==> config.mk <==
export PLATFORM = sky130hd
export DESIGN_NAME = cht_ctrl
export DESIGN_NICKNAME = d
export VERILOG_FILES = /design/src/rtl/cht_pkg.sv /design/src/rtl/cht_ctrl.sv
export SDC_FILE = /design/constraint.sdc
export NUM_CORES = 1
export LEC_CHECK = 0
export BUFFER_PORTS_ARGS = -buffer_cell sky130_fd_sc_hd__buf_2
export CAP_MARGIN = 20
export CORE_MARGIN = 5
export CORE_UTILIZATION = 43
export CTS_CLUSTER_SIZE = 10
export DETAILED_ROUTE_END_ITERATION = 8
export PLACE_DENSITY_LB_ADDON = 0.2
export SLEW_MARGIN = 30
export SYNTH_ARGS = -nofsm -noshare
export SYNTH_HDL_FRONTEND = slang
export SYNTH_SLANG_ARGS = --single-unit
==> constraint.sdc <==
create_clock -name clk -period 2.95 [get_ports clk]
set_input_delay 0 -clock clk [delete_from_list [all_inputs] [get_ports clk]]
set_output_delay 0 -clock clk [all_outputs]
set_load 0.05 [all_outputs]
==> src/rtl/cht_pkg.sv <==
// Package: shared constants and types for the chained hash table.
`timescale 1ns / 1ps
package cht_pkg;
	localparam int BUCKETS_DEF     = 16;
	localparam int CHAIN_DEPTH_DEF = 8;
	localparam int KEY_BYTES_DEF   = 8;

	localparam logic [1:0] OP_ADD    = 2'd0;
	localparam logic [1:0] OP_FIND   = 2'd1;
	localparam logic [1:0] OP_REMOVE = 2'd2;
	localparam logic [1:0] OP_NONE   = 2'd3;

	localparam logic [1:0] ST_OK       = 2'd0;
	localparam logic [1:0] ST_NOT_FOUND = 2'd1;
	localparam logic [1:0] ST_FULL     = 2'd2;

	// commands from controller to datapath
	typedef struct packed {
		logic load;      // capture request, start hash
		logic hash_step; // fold one key byte
		logic pick;      // register bucket index from hash
		logic fill_rd;   // read bucket fill
		logic scan_rd;   // issue slot read
		logic scan_cmp;  // compare read slot
		logic last_rd;   // read last slot for remove
		logic commit;    // perform write / fill update, form result
	} cht_cmd_t;

	// status from datapath to controller
	typedef struct packed {
		logic hash_done;
		logic scan_done;
		logic hit;
	} cht_sts_t;
endpackage

==> src/rtl/cht_ctrl.sv <==
// Controller: sequencer for hash, bucket scan and commit.
`timescale 1ns / 1ps
module cht_ctrl (
	input  logic              clk,
	input  logic              arst_n,
	input  logic              in_valid,
	output logic              in_stall,
	input  logic              out_stall,
	output logic              out_valid,
	input  logic [1:0]        opcode,
	input  cht_pkg::cht_sts_t sts,
	output cht_pkg::cht_cmd_t cmd
);
	import cht_pkg::*;

	typedef enum logic [7:0] {
		S_IDLE = 8'b00000001,
		S_HASH = 8'b00000010,
		S_PICK = 8'b00000100,
		S_FILL = 8'b00001000,
		S_SCAN = 8'b00010000,
		S_CMP  = 8'b00100000,
		S_LAST = 8'b01000000,
		S_COMMIT = 8'b10000000
	} state_t;

	state_t state_q;
	logic   out_valid_q;
	logic   op_add_q;
	logic   op_rem_q;

	assign in_stall  = (state_q != S_IDLE) || (out_valid_q && out_stall);
	assign out_valid = out_valid_q;

	// command decode
	always_comb begin
		cmd = '0;
		cmd.load      = (state_q == S_IDLE) && in_valid && !in_stall;
		cmd.hash_step = (state_q == S_HASH) && !sts.hash_done;
		cmd.pick      = (state_q == S_PICK);
		cmd.fill_rd   = (state_q == S_FILL);
		cmd.scan_rd   = (state_q == S_SCAN) && !sts.scan_done;
		cmd.scan_cmp  = (state_q == S_CMP);
		cmd.last_rd   = (state_q == S_LAST);
		cmd.commit    = (state_q == S_COMMIT);
	end

	// sequencing; remove with a hit reads the last slot before commit
	always_ff @(posedge clk or negedge arst_n) begin
		if (!arst_n) begin
			state_q     <= S_IDLE;
			out_valid_q <= 1'b0;
			op_add_q    <= 1'b0;
			op_rem_q    <= 1'b0;
		end else begin
			if (out_valid_q && !out_stall)
				out_valid_q <= 1'b0;
			unique case (state_q)
				S_IDLE: if (cmd.load) begin
					op_add_q <= (opcode == OP_ADD) || (opcode == OP_NONE);
					op_rem_q <= (opcode == OP_REMOVE);
					state_q  <= S_HASH;
				end
				S_HASH: if (sts.hash_done) state_q <= S_PICK;
				S_PICK: state_q <= S_FILL;
				S_FILL: state_q <= op_add_q ? S_COMMIT : S_SCAN;
				S_SCAN: state_q <= sts.scan_done ?
					((sts.hit && op_rem_q) ? S_LAST : S_COMMIT) : S_CMP;
				S_CMP:  state_q <= S_SCAN;
				S_LAST: state_q <= S_COMMIT;
				S_COMMIT: begin
					out_valid_q <= 1'b1;
					state_q     <= S_IDLE;
				end
				default: state_q <= S_IDLE;
			endcase
		end
	end
endmodule

Yosys cells after proc, flatten, opt, wreduce, memory -nomap -nowiden
Index checks and enable logic that the tools add are counted.
{"block": "word_totals", "reg_bits": 11, "input_bits": 9, "word_cells": 42}
{"block": "classes", "n_eq_ne": 13, "n_mux": 8, "reduce_logical": 17}
{"cell": "$pmux W8 S7", "count": 1}
{"cell": "$mux W8", "count": 5}
{"cell": "$eq A8 B1 Y1 const B", "count": 1}
{"cell": "$eq A8 B2 Y1 const B", "count": 1}
{"cell": "$eq A8 B3 Y1 const B", "count": 1}
{"cell": "$eq A8 B4 Y1 const B", "count": 1}
{"cell": "$eq A8 B5 Y1 const B", "count": 1}
{"cell": "$eq A8 B6 Y1 const B", "count": 1}
{"cell": "$eq A8 B7 Y1 const B", "count": 1}
{"cell": "$eq A8 B8 Y1 const B", "count": 1}
{"cell": "$ne A8 B1 Y1 const B", "count": 1}
{"cell": "$logic_and A1 B1 Y1", "count": 7}
{"cell": "$eq A2 B2 Y1 const B", "count": 2}
{"cell": "$logic_not A1 Y1", "count": 4}
{"cell": "$ne A2 B2 Y1 const B", "count": 2}
{"cell": "$reduce_and A2 Y1", "count": 2}
{"cell": "$logic_not A2 Y1", "count": 1}
{"cell": "$logic_or A1 B1 Y1", "count": 2}
{"cell": "$mux W1", "count": 2}
{"cell": "$reduce_bool A2 Y1", "count": 1}

Longest topological paths before layout
{"block": "logic_depth", "word_depth": 6, "depth_mapped": 4}

Least setup slack after synthesis
No wires, ideal clock.
{"block": "synth_path", "path_kind": "register -> output", "startpoint": "register state_q[6]", "endpoint": "output cmd[3] (netlist name)", "t_arrival_ns": 1.657, "required_time_ns": 2.950, "setup_slack_ns": 1.293, "path_stages_with_launch": 4, "path_buffers": 0, "cell_sequence": "dfrtp_1 nor4_4 nand3_1 nor2_1"}
{"element": "start: declaration", "line": "cht_ctrl.sv:27", "rtl": "state_t state_q;"}
{"element": "start signal: assignment", "line": "cht_ctrl.sv:66", "rtl": "S_FILL: state_q <= op_add_q ? S_COMMIT : S_SCAN;"}
{"element": "start signal: assignment", "line": "cht_ctrl.sv:67", "rtl": "S_SCAN: state_q <= sts.scan_done ?"}
{"element": "end: declaration", "line": "cht_ctrl.sv:12", "rtl": "output cht_pkg::cht_cmd_t cmd"}

==> results.yml <==
timing:
  rsz0062_at_grt: "no"
  fin_setup_tns_ps: 0
  slew_headroom: 0.647
  min_period_over_period: 0.612
  hold-worst-slack_ps: 66.6
  skew_ps: 5.39
  tightest_slew_ps: 525
  period_minus_slack_ps: 1810
  finalHoldViolations: 0
  setup_viol: 0
  final-max-slew-violation-count: 0
  max_freq_mhz: 554
layout:
  fin_util: 0.593
  fin_area_um2: 791
  fillers: 128
  drive_gt1_frac: 0.284
  n_antenna_cell: 0
  regArea_um2: 277
  multi_input_area_um2: 314
  syn_to_final_growth_pct: 28.2
  layout.nets: 99
clock_tree:
  clk_pin_slew_worst_paths_ps: 70
  clockRootBuffer: "clkbuf_4"
  cts_tree: "done"
  cts_buffer_depth: 2
  cts_buffers: 3
  h-tree-depth: 1
  cts_setup_buffers: 0
  clock_sinks: 11
  clock_latency_ps: 260
route:
  wl_met2_um: 616
  finalWirelength_mm: 1.34
  dr.pass1.iters: 4
  vias_per_cell: 5.46
  drt_iter0_drc: 10
  routed.top_layer: "met3"
  met3_length_um: 117
  routed-via-count: 562
  m1WireLength_um: 602
  wl_per_cell_um: 13.0
  drc: 0
  drtAntennaViolNets: 0
worst_hold_path:
  hold_class: "input pin to flip-flop"
  hp-start: "in_valid"
floorplanning:
  core.rowCount: 13
  die_area_um2: 2290
  die_h_um: 47.9
  coreArea_um2: 1330
  die_w_um: 47.9
  io_pins: 19
  start_util: 0.462
grt:
  antenna_found_initial: 0
  track_usage: 0.141
  grt_max_degree: 12
  grt_pass1_vias: 529
  grt_pass1_wl_mm: 2.22
  gr-total-overflow: 0
run_status:
  status: "completed"
synth:
  synth_seq_cells: 11
  synth_ff_type: "dfrtp_1"
  postSynthCellCount: 62
  async_flop_share: 1.00
  syn-cell-area_um2: 617
  ys_types: 26
  synth_edf_count: 0
  syn_nets: 72
  syn_avg_cell_area_um2: 9.95
  ys_warn_count: 0
  synth_seq_area_share: 0.448
setup_path:
  critPathMaxFanout: 8
  reg2reg_from: "state_q[6]"
  critical_path_arrival_ps: 1810
  reg2reg_slack_ps: 1280
  worstSetupStartpoint: "state_q[6]"
  r2r_end: "op_rem_q"
  required_ps: 2950
  critPathCapture: "cmd[7]"
  cp-start-kind: "flip-flop"
  reg2regPathDepth: 3
  cp-end-kind: "output port"
  path_class: "flip-flop to output port"
pwr:
  power.density_nw_per_um2: 758
  ir_worst_vdd_v: 0.000303
  p_leak_nw: 0.443
flow_run:
  max-cap-violations: 0
placed_design:
  place_area_um2: 714
  hpwl_mm: 1.08
  portBuffers: 18
  place_congestion: 0.764
==> synth_stat cells (2+ instances only) <==
cell / number / area share
a21oi_1: 3 / 0.024
and4_1: 4 / 0.057
nor2_1: 7 / 0.043
o21ai_0: 2 / 0.016
nor2b_1: 3 / 0.030
inv_1: 4 / 0.024
nand2_1: 3 / 0.018
nor3_1: 4 / 0.032
dfrtp_1: 10 / 0.41
and3_1: 3 / 0.030
a21o_1: 2 / 0.024
mux2_4: 2 / 0.049
nand4_1: 2 / 0.020
==> repair_timing <==
| item | CTS | global route |
|---|---|---|
| endpoints found under the hold margin | 16 | 0 |
| hold buffers | 5 | 0 |
| resized for setup | 0 | 0 |
==> how the worst min path moves through the flow <==
stage | to | slack (ps) | cells past startpoint
after global routing | state_q[0] | 80 | 3
after floorplan | op_add_q | -300 | 0
after CTS | state_q[0] | 60 | 3
after global placement | state_q[3] | -120 | 1
final | state_q[0] | 70 | 3
after detailed placement | state_q[3] | -120 | 1
==> routing by layer <==
layer	up-vias	global-route usage
li1	280	-
met1	265	0.185
met2	17	0.214
met3	0	0.0489
met4	0	0.0484
met5	-	0
==> cell families (layout without fill, tap and decap cells) <==
logic type / Yosys count / after routing / synth area share
multiplexers: 2 / 2 / 0.0487
AO/OA/AOI/OAI: 11 / 11 / 0.116
buffers and inverters: 5 / 31 / 0.0426
flip-flops: 11 / 11 / 0.448
AND/OR/NAND/NOR: 31 / 31 / 0.310
XOR/XNOR: 1 / 1 / 0.0142
adder cells (fa/ha/maj): 1 / 1 / 0.0203
==> placed cells by master (no fill, tap or decap), types with 2 or more instances in the layout <==
cell type      Yosys  layout
a21o_1             2       2
a21oi_1            3       3
and3_1             3       3
and4_1             4       4
buf_2              0      18
clkbuf_4           0       3
dfrtp_1           10      10
dlygate4sd3_1      0       5
inv_1              4       4
mux2_4             2       2
nand2_1            3       3
nand4_1            2       2
nor2_1             7       7
nor2b_1            3       3
nor3_1             4       4
o21ai_0            2       2
==> per-stage QoR <==
stage,power [W],worst slack (ps),cells
2_1_floorplan,0.000448,1290,62
3_3_place_gp,0.000499,1310,94
3_5_place_dp,0.000499,1280,94
4_1_cts,0.000608,1120,103
5_1_grt,0.000639,999,103
6_report,0.000599,1140,103
==> cell type report <==
type | count | share of cell area
sequential | 11 | 0.350
clock buffer | 4 | 0.0332
inverter | 4 | 0.0190
multi-input combinational | 46 | 0.397
timing repair buffer | 23 | 0.177
tap | 15 | 0.0237
==> critical path: stages (launching register included) <==
cell and delay (ps):
dfrtp_1 450, nor4_4 430, and4_1 360, buf_2 300
==> power by group <==
part / leakage (nW) / switching, W / internal (W)
Sequential: 0.146 / 0.0000377 / 0.000189
Combinational: 0.282 / 0.000168 / 0.000105
Clock: 0.0150 / 0.0000471 / 0.0000522
==> state kept, by name, indices dropped and copies added (netlist names) <==
name / cells
op_rem_q: 1
state_q: 8
op_add_q: 1
out_valid: 1
Power figures use the tool's default switching activity.
